===== src/rtl/pte_pkg.sv =====
// ----------------------------------------------------------------------------
// pte_pkg
// Shared types, codes and helpers of the periodic time event table.
// ----------------------------------------------------------------------------
package pte_pkg;

    localparam int NUM_SLOTS_DEF = 16;
    localparam int SLOT_MAX_W    = 6;   // enough for the largest slot count

    localparam logic [63:0] DUE_NEVER = 64'h7FFF_FFFF_FFFF_FFFF;

    // request type codes on the input channel
    localparam logic [1:0] REQ_ONCE     = 2'd0;
    localparam logic [1:0] REQ_PERIODIC = 2'd1;
    localparam logic [1:0] REQ_TIME     = 2'd2;

    // classified operation codes
    localparam logic [1:0] OP_NONE = 2'd0;
    localparam logic [1:0] OP_ONCE = 2'd1;
    localparam logic [1:0] OP_PER  = 2'd2;
    localparam logic [1:0] OP_TIME = 2'd3;

    typedef struct packed {
        logic [1:0]            op;
        logic [SLOT_MAX_W-1:0] slot;
        logic [63:0]           tv;
        logic [62:0]           per;
    } req_t;

    function automatic logic slt(input logic [63:0] a, input logic [63:0] b);
        return $signed(a) < $signed(b);
    endfunction

    // base plus offset, saturated at end of time
    function automatic logic [63:0] add_sat(input logic [63:0] base,
                                            input logic [62:0] off);
        logic [63:0] room;
        room = DUE_NEVER - base;
        if ({1'b0, off} > room)
            return DUE_NEVER;
        return base + {1'b0, off};
    endfunction

endpackage


===== src/rtl/periodic_time_event_table_top.sv =====
// ----------------------------------------------------------------------------
// periodic_time_event_table_top
// Table of event slots with one-shot and periodic reload, driven by time beats.
// ----------------------------------------------------------------------------
// Usage:
//   s_ channel carries requests: tuser selects one-shot activate, periodic
//   activate or time propagate; tdata holds slot, time value and period.
//   m_ channel returns one beat per request: fired mask, fired count and the
//   earliest due time over all slots after the request.
// Request flow:
//   Each request walks every slot once through the slot table: read,
//   evaluate and write back; a fired periodic slot adds a reload and a
//   check, and a late one also waits on the bit-serial remainder unit.
//   The back end takes the next request only once its result is stored.
// Reset: all slots read as end of time with zero period; queue and result
//   register are emptied.
// Stall: a two-entry queue keeps taking requests while a result waits in the
//   output register; the back end holds once the result register is full.
// ----------------------------------------------------------------------------
module periodic_time_event_table_top #(
    parameter int NUM_SLOTS = pte_pkg::NUM_SLOTS_DEF
) (
    input  logic          aclk,
    input  logic          aresetn,
    input  logic          s_tvalid,
    output logic          s_tready,
    input  logic [1:0]    s_tuser,   // req_type
    input  logic [135:0]  s_tdata,   // slot[3:0], time_value[67:4], period[130:68]
    output logic          m_tvalid,
    input  logic          m_tready,
    output logic [87:0]   m_tdata    // fired_mask[15:0], fired_count[20:16],
                                     // next_trigger[84:21]
);
    import pte_pkg::*;

    logic        q_valid;
    logic        q_pop;
    req_t        q_req;
    logic [15:0] mask;
    logic [4:0]  count;
    logic [63:0] next_trigger;

    pte_front #(.NUM_SLOTS(NUM_SLOTS)) u_front (
        .aclk     (aclk),
        .aresetn  (aresetn),
        .s_tvalid (s_tvalid),
        .s_tready (s_tready),
        .s_tuser  (s_tuser),
        .s_slot   (s_tdata[3:0]),
        .s_tv     (s_tdata[67:4]),
        .s_per    (s_tdata[130:68]),
        .q_valid  (q_valid),
        .q_pop    (q_pop),
        .q_req    (q_req)
    );

    pte_back #(.NUM_SLOTS(NUM_SLOTS)) u_back (
        .aclk     (aclk),
        .aresetn  (aresetn),
        .q_valid  (q_valid),
        .q_pop    (q_pop),
        .q_req    (q_req),
        .m_tvalid (m_tvalid),
        .m_tready (m_tready),
        .m_mask   (mask),
        .m_count  (count),
        .m_next   (next_trigger)
    );

    assign m_tdata = {3'd0, next_trigger, count, mask};

endmodule


===== src/rtl/pte_front.sv =====
// ----------------------------------------------------------------------------
// pte_front
// Accepts request beats, classifies them and queues them for the back end.
// ----------------------------------------------------------------------------
module pte_front #(
    parameter int NUM_SLOTS = pte_pkg::NUM_SLOTS_DEF
) (
    input  logic            aclk,
    input  logic            aresetn,
    input  logic            s_tvalid,
    output logic            s_tready,
    input  logic [1:0]      s_tuser,
    input  logic [3:0]      s_slot,
    input  logic [63:0]     s_tv,
    input  logic [62:0]     s_per,
    output logic            q_valid,
    input  logic            q_pop,
    output pte_pkg::req_t   q_req
);
    import pte_pkg::*;

    req_t       fifo_reg [2];
    logic       wr_ptr_reg, wr_ptr_next;
    logic       rd_ptr_reg, rd_ptr_next;
    logic [1:0] cnt_reg, cnt_next;
    req_t       cls;
    logic       push, pop;
    logic [7:0] slot8;

    assign slot8 = {4'd0, s_slot};

    always_comb begin
        cls.slot = slot8[SLOT_MAX_W-1:0];
        cls.tv   = s_tv;
        cls.per  = s_per;
        cls.op   = OP_NONE;
        case (s_tuser)
            REQ_ONCE:     cls.op = (slot8 < 8'(NUM_SLOTS)) ? OP_ONCE : OP_NONE;
            REQ_PERIODIC: cls.op = (slot8 < 8'(NUM_SLOTS)) ? OP_PER : OP_NONE;
            REQ_TIME:     cls.op = OP_TIME;
            default:      cls.op = OP_NONE;
        endcase
    end

    assign s_tready = (cnt_reg != 2'd2);
    assign push     = s_tvalid && s_tready;
    assign q_valid  = (cnt_reg != 2'd0);
    assign pop      = q_pop && q_valid;
    assign q_req    = fifo_reg[rd_ptr_reg];

    always_comb begin
        wr_ptr_next = push ? ~wr_ptr_reg : wr_ptr_reg;
        rd_ptr_next = pop ? ~rd_ptr_reg : rd_ptr_reg;
        cnt_next    = cnt_reg + 2'(push) - 2'(pop);
    end

    always_ff @(posedge aclk) begin
        if (!aresetn) begin
            wr_ptr_reg <= 1'b0;
            rd_ptr_reg <= 1'b0;
            cnt_reg    <= 2'd0;
        end else begin
            wr_ptr_reg <= wr_ptr_next;
            rd_ptr_reg <= rd_ptr_next;
            cnt_reg    <= cnt_next;
        end
    end

    always_ff @(posedge aclk) begin
        if (push)
            fifo_reg[wr_ptr_reg] <= cls;
    end

endmodule


===== src/rtl/pte_div.sv =====
// ----------------------------------------------------------------------------
// pte_div
// Bit-serial remainder unit: dividend mod divisor, one bit per cycle.
// ----------------------------------------------------------------------------
module pte_div (
    input  logic        aclk,
    input  logic        aresetn,
    input  logic        start,
    input  logic [63:0] dividend,
    input  logic [62:0] divisor,
    output logic        done,
    output logic [62:0] remainder
);
    logic        busy_reg, busy_next;
    logic [6:0]  cnt_reg, cnt_next;
    logic [63:0] quo_reg, quo_next;
    logic [62:0] rem_reg, rem_next;
    logic [62:0] dvs_reg, dvs_next;
    logic [63:0] shifted;
    logic [63:0] diff;

    assign shifted   = {rem_reg, quo_reg[63]};
    assign diff      = shifted - {1'b0, dvs_reg};
    assign remainder = rem_reg;
    assign done      = busy_reg && (cnt_reg == 7'd63);

    always_comb begin
        busy_next = busy_reg;
        cnt_next  = cnt_reg;
        quo_next  = quo_reg;
        rem_next  = rem_reg;
        dvs_next  = dvs_reg;
        if (start) begin
            busy_next = 1'b1;
            cnt_next  = 7'd0;
            quo_next  = dividend;
            rem_next  = 63'd0;
            dvs_next  = divisor;
        end else if (busy_reg) begin
            quo_next = {quo_reg[62:0], 1'b0};
            // remainder stays below the divisor, so it fits 63 bits
            rem_next = (shifted >= {1'b0, dvs_reg}) ? diff[62:0] : shifted[62:0];
            cnt_next = cnt_reg + 7'd1;
            if (cnt_reg == 7'd63)
                busy_next = 1'b0;
        end
    end

    always_ff @(posedge aclk) begin
        if (!aresetn) begin
            busy_reg <= 1'b0;
            cnt_reg  <= 7'd0;
        end else begin
            busy_reg <= busy_next;
            cnt_reg  <= cnt_next;
        end
    end

    always_ff @(posedge aclk) begin
        quo_reg <= quo_next;
        rem_reg <= rem_next;
        dvs_reg <= dvs_next;
    end

endmodule


===== src/rtl/pte_back.sv =====
// ----------------------------------------------------------------------------
// pte_back
// Executes queued requests: slot writes, the time walk with reload, and the
// earliest due time scan. Holds the slot table and the result register.
// ----------------------------------------------------------------------------
module pte_back #(
    parameter int NUM_SLOTS = pte_pkg::NUM_SLOTS_DEF
) (
    input  logic          aclk,
    input  logic          aresetn,
    input  logic          q_valid,
    output logic          q_pop,
    input  pte_pkg::req_t q_req,
    output logic          m_tvalid,
    input  logic          m_tready,
    output logic [15:0]   m_mask,
    output logic [4:0]    m_count,
    output logic [63:0]   m_next
);
    import pte_pkg::*;

    localparam int SLOT_W = (NUM_SLOTS > 1) ? $clog2(NUM_SLOTS) : 1;
    localparam int CNT_W  = $clog2(NUM_SLOTS + 1);

    localparam logic [3:0] S_IDLE = 4'd0;
    localparam logic [3:0] S_WR   = 4'd1;
    localparam logic [3:0] S_RD   = 4'd2;
    localparam logic [3:0] S_EV   = 4'd3;
    localparam logic [3:0] S_ADD  = 4'd4;
    localparam logic [3:0] S_CHK  = 4'd5;
    localparam logic [3:0] S_DIV  = 4'd6;
    localparam logic [3:0] S_FIN  = 4'd7;
    localparam logic [3:0] S_WB   = 4'd8;
    localparam logic [3:0] S_DONE = 4'd9;

    logic [63:0] due_mem [NUM_SLOTS];
    logic [62:0] per_mem [NUM_SLOTS];
    logic [NUM_SLOTS-1:0] vld_reg;

    logic [3:0]        state_reg, state_next;
    logic [1:0]        op_reg, op_next;
    logic [SLOT_W-1:0] addr_reg, addr_next;
    logic [63:0]       tv_reg, tv_next;
    logic [62:0]       per_reg, per_next;
    logic [CNT_W-1:0]  idx_reg, idx_next;
    logic [63:0]       dcur_reg, dcur_next;
    logic [62:0]       pcur_reg, pcur_next;
    logic [63:0]       dnew_reg, dnew_next;
    logic              fire_reg, fire_next;
    logic [15:0]       mask_reg, mask_next;
    logic [4:0]        cnt_reg, cnt_next;
    logic [63:0]       min_reg, min_next;
    logic [63:0]       rd_due_reg;
    logic [62:0]       rd_per_reg;
    logic              rd_vld_reg;
    logic              out_vld_reg, out_vld_next;
    logic [15:0]       out_mask_reg, out_mask_next;
    logic [4:0]        out_cnt_reg, out_cnt_next;
    logic [63:0]       out_next_reg, out_next_next;

    logic              div_start;
    logic              div_done;
    logic [62:0]       div_rem;
    logic [63:0]       d_eff;
    logic [62:0]       p_eff;
    logic [SLOT_W-1:0] walk_addr;
    logic [7:0]        idx8;

    assign walk_addr = idx_reg[SLOT_W-1:0];
    assign idx8      = 8'(idx_reg);
    assign d_eff     = rd_vld_reg ? rd_due_reg : DUE_NEVER;
    assign p_eff     = rd_vld_reg ? rd_per_reg : 63'd0;

    pte_div u_div (
        .aclk      (aclk),
        .aresetn   (aresetn),
        .start     (div_start),
        .dividend  (tv_reg - dnew_reg),
        .divisor   (pcur_reg),
        .done      (div_done),
        .remainder (div_rem)
    );

    always_comb begin
        state_next    = state_reg;
        op_next       = op_reg;
        addr_next     = addr_reg;
        tv_next       = tv_reg;
        per_next      = per_reg;
        idx_next      = idx_reg;
        dcur_next     = dcur_reg;
        pcur_next     = pcur_reg;
        dnew_next     = dnew_reg;
        fire_next     = fire_reg;
        mask_next     = mask_reg;
        cnt_next      = cnt_reg;
        min_next      = min_reg;
        out_vld_next  = out_vld_reg && !m_tready;
        out_mask_next = out_mask_reg;
        out_cnt_next  = out_cnt_reg;
        out_next_next = out_next_reg;
        q_pop         = 1'b0;
        div_start     = 1'b0;
        case (state_reg)
            S_IDLE: begin
                if (q_valid) begin
                    q_pop     = 1'b1;
                    op_next   = q_req.op;
                    addr_next = q_req.slot[SLOT_W-1:0];
                    tv_next   = q_req.tv;
                    per_next  = (q_req.op == OP_PER) ? q_req.per : 63'd0;
                    idx_next  = '0;
                    mask_next = 16'd0;
                    cnt_next  = 5'd0;
                    min_next  = DUE_NEVER;
                    state_next = (q_req.op == OP_ONCE || q_req.op == OP_PER) ? S_WR : S_RD;
                end
            end
            S_WR: state_next = S_RD;
            S_RD: state_next = S_EV;
            S_EV: begin
                dcur_next = d_eff;
                pcur_next = p_eff;
                dnew_next = d_eff;
                fire_next = 1'b0;
                state_next = S_WB;
                if (op_reg == OP_TIME && slt(d_eff, tv_reg)) begin
                    fire_next = 1'b1;
                    if (p_eff == 63'd0)
                        dnew_next = DUE_NEVER;
                    else
                        state_next = S_ADD;
                end
            end
            S_ADD: begin
                dnew_next  = add_sat(dcur_reg, pcur_reg);
                state_next = S_CHK;
            end
            S_CHK: begin
                // still in the past: jump to the first beat after now
                if (slt(dnew_reg, tv_reg)) begin
                    div_start  = 1'b1;
                    state_next = S_DIV;
                end else begin
                    state_next = S_WB;
                end
            end
            S_DIV: begin
                if (div_done)
                    state_next = S_FIN;
            end
            S_FIN: begin
                dnew_next  = add_sat(tv_reg, pcur_reg - div_rem);
                state_next = S_WB;
            end
            S_WB: begin
                if (fire_reg) begin
                    if (idx8 < 8'd16)
                        mask_next[idx8[3:0]] = 1'b1;
                    if (cnt_reg != 5'd31)
                        cnt_next = cnt_reg + 5'd1;
                end
                if (slt(dnew_reg, min_reg))
                    min_next = dnew_reg;
                if (idx_reg == CNT_W'(NUM_SLOTS - 1)) begin
                    state_next = S_DONE;
                end else begin
                    idx_next   = idx_reg + CNT_W'(1);
                    state_next = S_RD;
                end
            end
            S_DONE: begin
                if (!out_vld_reg || m_tready) begin
                    out_vld_next  = 1'b1;
                    out_mask_next = mask_reg;
                    out_cnt_next  = cnt_reg;
                    out_next_next = min_reg;
                    state_next    = S_IDLE;
                end
            end
            default: state_next = S_IDLE;
        endcase
    end

    always_ff @(posedge aclk) begin
        if (!aresetn) begin
            state_reg   <= S_IDLE;
            out_vld_reg <= 1'b0;
            vld_reg     <= '0;
        end else begin
            state_reg   <= state_next;
            out_vld_reg <= out_vld_next;
            if (state_reg == S_WR)
                vld_reg[addr_reg] <= 1'b1;
        end
    end

    always_ff @(posedge aclk) begin
        op_reg       <= op_next;
        addr_reg     <= addr_next;
        tv_reg       <= tv_next;
        per_reg      <= per_next;
        idx_reg      <= idx_next;
        dcur_reg     <= dcur_next;
        pcur_reg     <= pcur_next;
        dnew_reg     <= dnew_next;
        fire_reg     <= fire_next;
        mask_reg     <= mask_next;
        cnt_reg      <= cnt_next;
        min_reg      <= min_next;
        out_mask_reg <= out_mask_next;
        out_cnt_reg  <= out_cnt_next;
        out_next_reg <= out_next_next;
    end

    // slot table: one write port, one registered read port
    always_ff @(posedge aclk) begin
        if (state_reg == S_WR) begin
            due_mem[addr_reg] <= tv_reg;
            per_mem[addr_reg] <= per_reg;
        end else if (state_reg == S_WB && fire_reg) begin
            due_mem[walk_addr] <= dnew_reg;
        end
        rd_due_reg <= due_mem[walk_addr];
        rd_per_reg <= per_mem[walk_addr];
        rd_vld_reg <= vld_reg[walk_addr];
    end

    assign m_tvalid = out_vld_reg;
    assign m_mask   = out_mask_reg;
    assign m_count  = out_cnt_reg;
    assign m_next   = out_next_reg;

endmodule


===== config.mk =====
export PLATFORM = sky130hd
export DESIGN_NAME = periodic_time_event_table_top
export DESIGN_NICKNAME = d
export VERILOG_FILES = /design/src/rtl/pte_pkg.sv /design/src/rtl/periodic_time_event_table_top.sv /design/src/rtl/pte_front.sv /design/src/rtl/pte_div.sv /design/src/rtl/pte_back.sv
export SDC_FILE = /design/constraint.sdc
export NUM_CORES = 2
export LEC_CHECK = 0
export ABC_AREA = 1
export BUFFER_PORTS_ARGS = -buffer_cell sky130_fd_sc_hd__buf_2
export CORE_UTILIZATION = 40
export CTS_BUF_LIST = sky130_fd_sc_hd__clkbuf_4 sky130_fd_sc_hd__clkbuf_8
export DETAILED_ROUTE_END_ITERATION = 16
export GPL_TIMING_DRIVEN = 1
export HOLD_SLACK_MARGIN = 0.12
export PLACE_DENSITY = 0.66
export SETUP_SLACK_MARGIN = 0.02
export SLEW_MARGIN = 15
export SYNTH_ARGS = -nofsm -noshare
export SYNTH_HDL_FRONTEND = slang
export SYNTH_SLANG_ARGS = --single-unit

===== constraint.sdc =====
create_clock -name aclk -period 13.7 [get_ports aclk]
set_clock_uncertainty 0.15 [all_clocks]
set_input_delay 0 -clock aclk [delete_from_list [all_inputs] [get_ports aclk]]
set_output_delay 0 -clock aclk [all_outputs]
set_load 0.005 [all_outputs]

==> results.yml <==
critical_path:
  worstPathRequired_ps: 14270
  cpMostUsedCell: "nand2_1"
  critPathMaxStageDelay_ps: 900
  cpLargestDelayFamily: "compound AO/OA/AOI/OAI gates"
  arrival_ps: 8580
  cp-start-kind: "flop"
  crit_fanout: 31
  criticalPathCategory: "reg -> reg"
  critPathBufInv: 3
  critical_path.slowest_cell: "o21ai_0"
  end_kind: "flop"
finish:
  largest_reg_flops: 1024
  fin_area_um2: 167000
  syn_to_final_growth_pct: 14.6
  nets: 15500
  drive_gt1_share_pct: 9.14
worst_hold_path:
  min_path_type: "in -> reg"
cts:
  cts_tree: "done"
  clock_sinks: 3150
  cts_buffer_depth: 4
  cts_root_buf: "clkbuf_8"
  cts-resized-gates: 0
  numCtsBuffers: 479
  htreeDepth: 5
  clk_latency_ps: 1130
  path_clk_slew_ps: 60
place:
  port_buffers: 223
  place_area_um2: 153000
  gp_routability_congestion: 1.06
  hpwlAfterDp_mm: 347
floorplan:
  die_area_um2: 366000
  die_h_um: 605
  fp.coreArea_um2: 362000
  fp-row-count: 221
  start_util_pct: 40.2
  ioPinCount: 232
  fp.dieW_um: 605
logic_synthesis:
  syn_area_per_cell_um2: 10.3
  syn_area_um2: 146000
  synthCells: 14100
  yosysWarnings: 0
  ys_seq_area_share_pct: 63.4
  synth_edf_count: 2925
  synth_top_flop_cell: "edfxtp_1"
  synth_seq_cells: 3150
  yosys.cell_types.count: 64
  ys_async_sr_fraction_pct: 0
sta:
  tightest_slew_ps: 1390
  relSlewSlack_pct: 6.26
  grt_setup_unrepaired: "false"
  hold_viol: 0
  fin_setup_tns_ps: 0
  final-setup-viol-count: 0
  slew_violations: 0
  fmax_ghz: 0.125
  fin_crit_sh_pct: 58.5
  fin_hold_ws_ps: 156
  period_needed_ps: 8020
grt:
  grt_pass1_wl_mm: 725
  busiest_layer: "met2"
  grtUsageMet2_pct: 43.3
  grt.total_usage_pct: 27.2
  grt.met1_usage_pct: 36.1
  grt_max_degree: 220
  grt.overflow.total: 0
  grt_pass1_vias: 106000
  met3_usage_pct: 4.78
  antenna_found_initial: 49
power_and_ir_drop:
  p_total_mw: 35.1
  peakVddDrop_mv: 0.228
  pwr-share-comb_pct: 36.7
  swShare_pct: 41.4
  pwr-share-clk_pct: 23.7
  power.net_switching_mw: 14.5
  intPower_mw: 20.6
  p_leak_nw: 62.0
  power_frac_seq_pct: 39.6
  p_per_area_nw_per_um2: 210
run:
  maxCapViolCount: 0
detailed_routing:
  ant_nets: 0
  drc_errors: 0
  vias: 111000
  finalWirelength_mm: 513
  dr.pass1.iters: 8
  vias_per_cell: 5.56
  drt-initial-drc-count: 13200
  wl_per_cell_um: 25.6
outcome:
  status: "completed"
[worst paths after layout]
path / slack [ps] / endpoint / cells after the start / start
setup / recovery: 5680 / u_back.dnew_reg[52] / 29 / u_back.pcur_reg[2]
hold / removal: 160 / u_front.fifo_reg[1][104] / 3 / s_tdata[45]
setup reg to reg: 5680 / u_back.dnew_reg[52] / 29 / u_back.pcur_reg[2]
hold reg to reg: 280 / u_back.dcur_reg[23] / 2 / u_back.rd_due_reg[23]
[kinds of logic (layout without fill, tap and decap cells)]
family / after synthesis / count (layout) / synth area share (%)
simple gates: 5288 / 5288 / 14.5
flops: 3150 / 3150 / 63.4
compound gates: 3052 / 3052 / 11.3
buf+inv: 1833 / 2998 / 4.88
fa+ha+maj: 524 / 524 / 4.53
xor+xnor: 224 / 224 / 1.35
other cells: 1 / 16 / 0.00258
[cell usage in the layout, fill, tap and decap left out, types with 14 or more instances in the layout]
| cell | count |
|---|---|
| a21o_1 | 38 |
| a21oi_1 | 616 |
| a31oi_1 | 62 |
| buf_2 | 223 |
| buf_4 | 202 |
| bufinv_16 | 19 |
| clkbuf_4 | 204 |
| clkbuf_8 | 544 |
| clkinv_1 | 58 |
| clkinv_2 | 41 |
| dfxtp_1 | 223 |
| dlygate4sd3_1 | 396 |
| edfxtp_1 | 2925 |
| ha_1 | 518 |
| inv_1 | 1257 |
| inv_2 | 14 |
| nand2_1 | 2562 |
| nand3_1 | 303 |
| nand4_1 | 202 |
| nor2_1 | 2026 |
| nor2_4 | 41 |
| nor3_1 | 54 |
| nor4_1 | 35 |
| o211ai_1 | 20 |
| o21a_1 | 45 |
| o21ai_0 | 1581 |
| o21ai_1 | 72 |
| o21ai_2 | 15 |
| o21bai_1 | 42 |
| o22ai_1 | 520 |
| xnor2_1 | 141 |
| xor2_1 | 83 |
[stage by stage]
step	cells	setup slack [ps]	utilization (%)
5_1_grt	20000	5230	46.1
6_report	20000	5680	46.1
2_1_floorplan	14100	1620	-
4_1_cts	20000	5860	46.1
3_5_place_dp	18700	5960	42.1
3_3_place_gp	18700	5970	42.1
[worst reg2reg max path, delay by kind of cell, from the launching register on]
family	cells	cell delay, ps
and+or+nand+nor	14	1930
AOI/OAI and AO/OA	9	3300
xor gates and xnor gates	1	360
buffers and inverters	3	730
adders and majority gates	2	800
DFF	1	470
[layout make-up]
type,count,area (um2)
diodes,13,32.5
clock buffers,748,9020
clock inverters,145,1320
fillers,33600,195000
inverters,1275,4810
multi-input cells,9091,46600
flip-flops and latches,3150,92300
well taps,4794,6000
repair buffers,830,6780
[repair_timing]
action	4_1_cts	5_1_grt
endpoints found under the hold margin	604	0
buffers inserted	0	0
hold buffers	396	0
[power groups by stage]
stage	clock network (mW)	logic [mW]	registers, mW
after global placement	0	12.4	14.0
after global routing	8.81	13.8	13.9
final	8.34	12.9	13.9
after floorplan	0	7.74	13.3
after CTS	8.40	12.6	13.8
after detailed placement	0	12.4	14.0
[synth_stat cells, types with 46 or more instances]
cell type | number | share of area [%]
a21oi_1 | 618 | 2.1
nor3_1 | 56 | 0.19
nand4_1 | 202 | 0.87
dfxtp_1 | 225 | 3.1
ha_1 | 519 | 4.5
xor2_1 | 83 | 0.50
clkbuf_1 | 470 | 1.2
nor2_1 | 2066 | 5.3
a31oi_1 | 62 | 0.27
nand2_1 | 2564 | 6.6
o21a_1 | 46 | 0.24
edfxtp_1 | 2925 | 60
nand3_1 | 303 | 1.0
xnor2_1 | 141 | 0.85
o22ai_1 | 520 | 2.2
o21ai_0 | 1621 | 5.6
inv_1 | 1258 | 3.2
[metal layers]
layer / routed length [um] / part of all wire, %
met1: 205000 / 40
met2: 235000 / 46
met3: 47500 / 9.3
met4: 26400 / 5.1
met5: 87 / 0.017
Note: power is estimated with default switching activity, not from simulation.
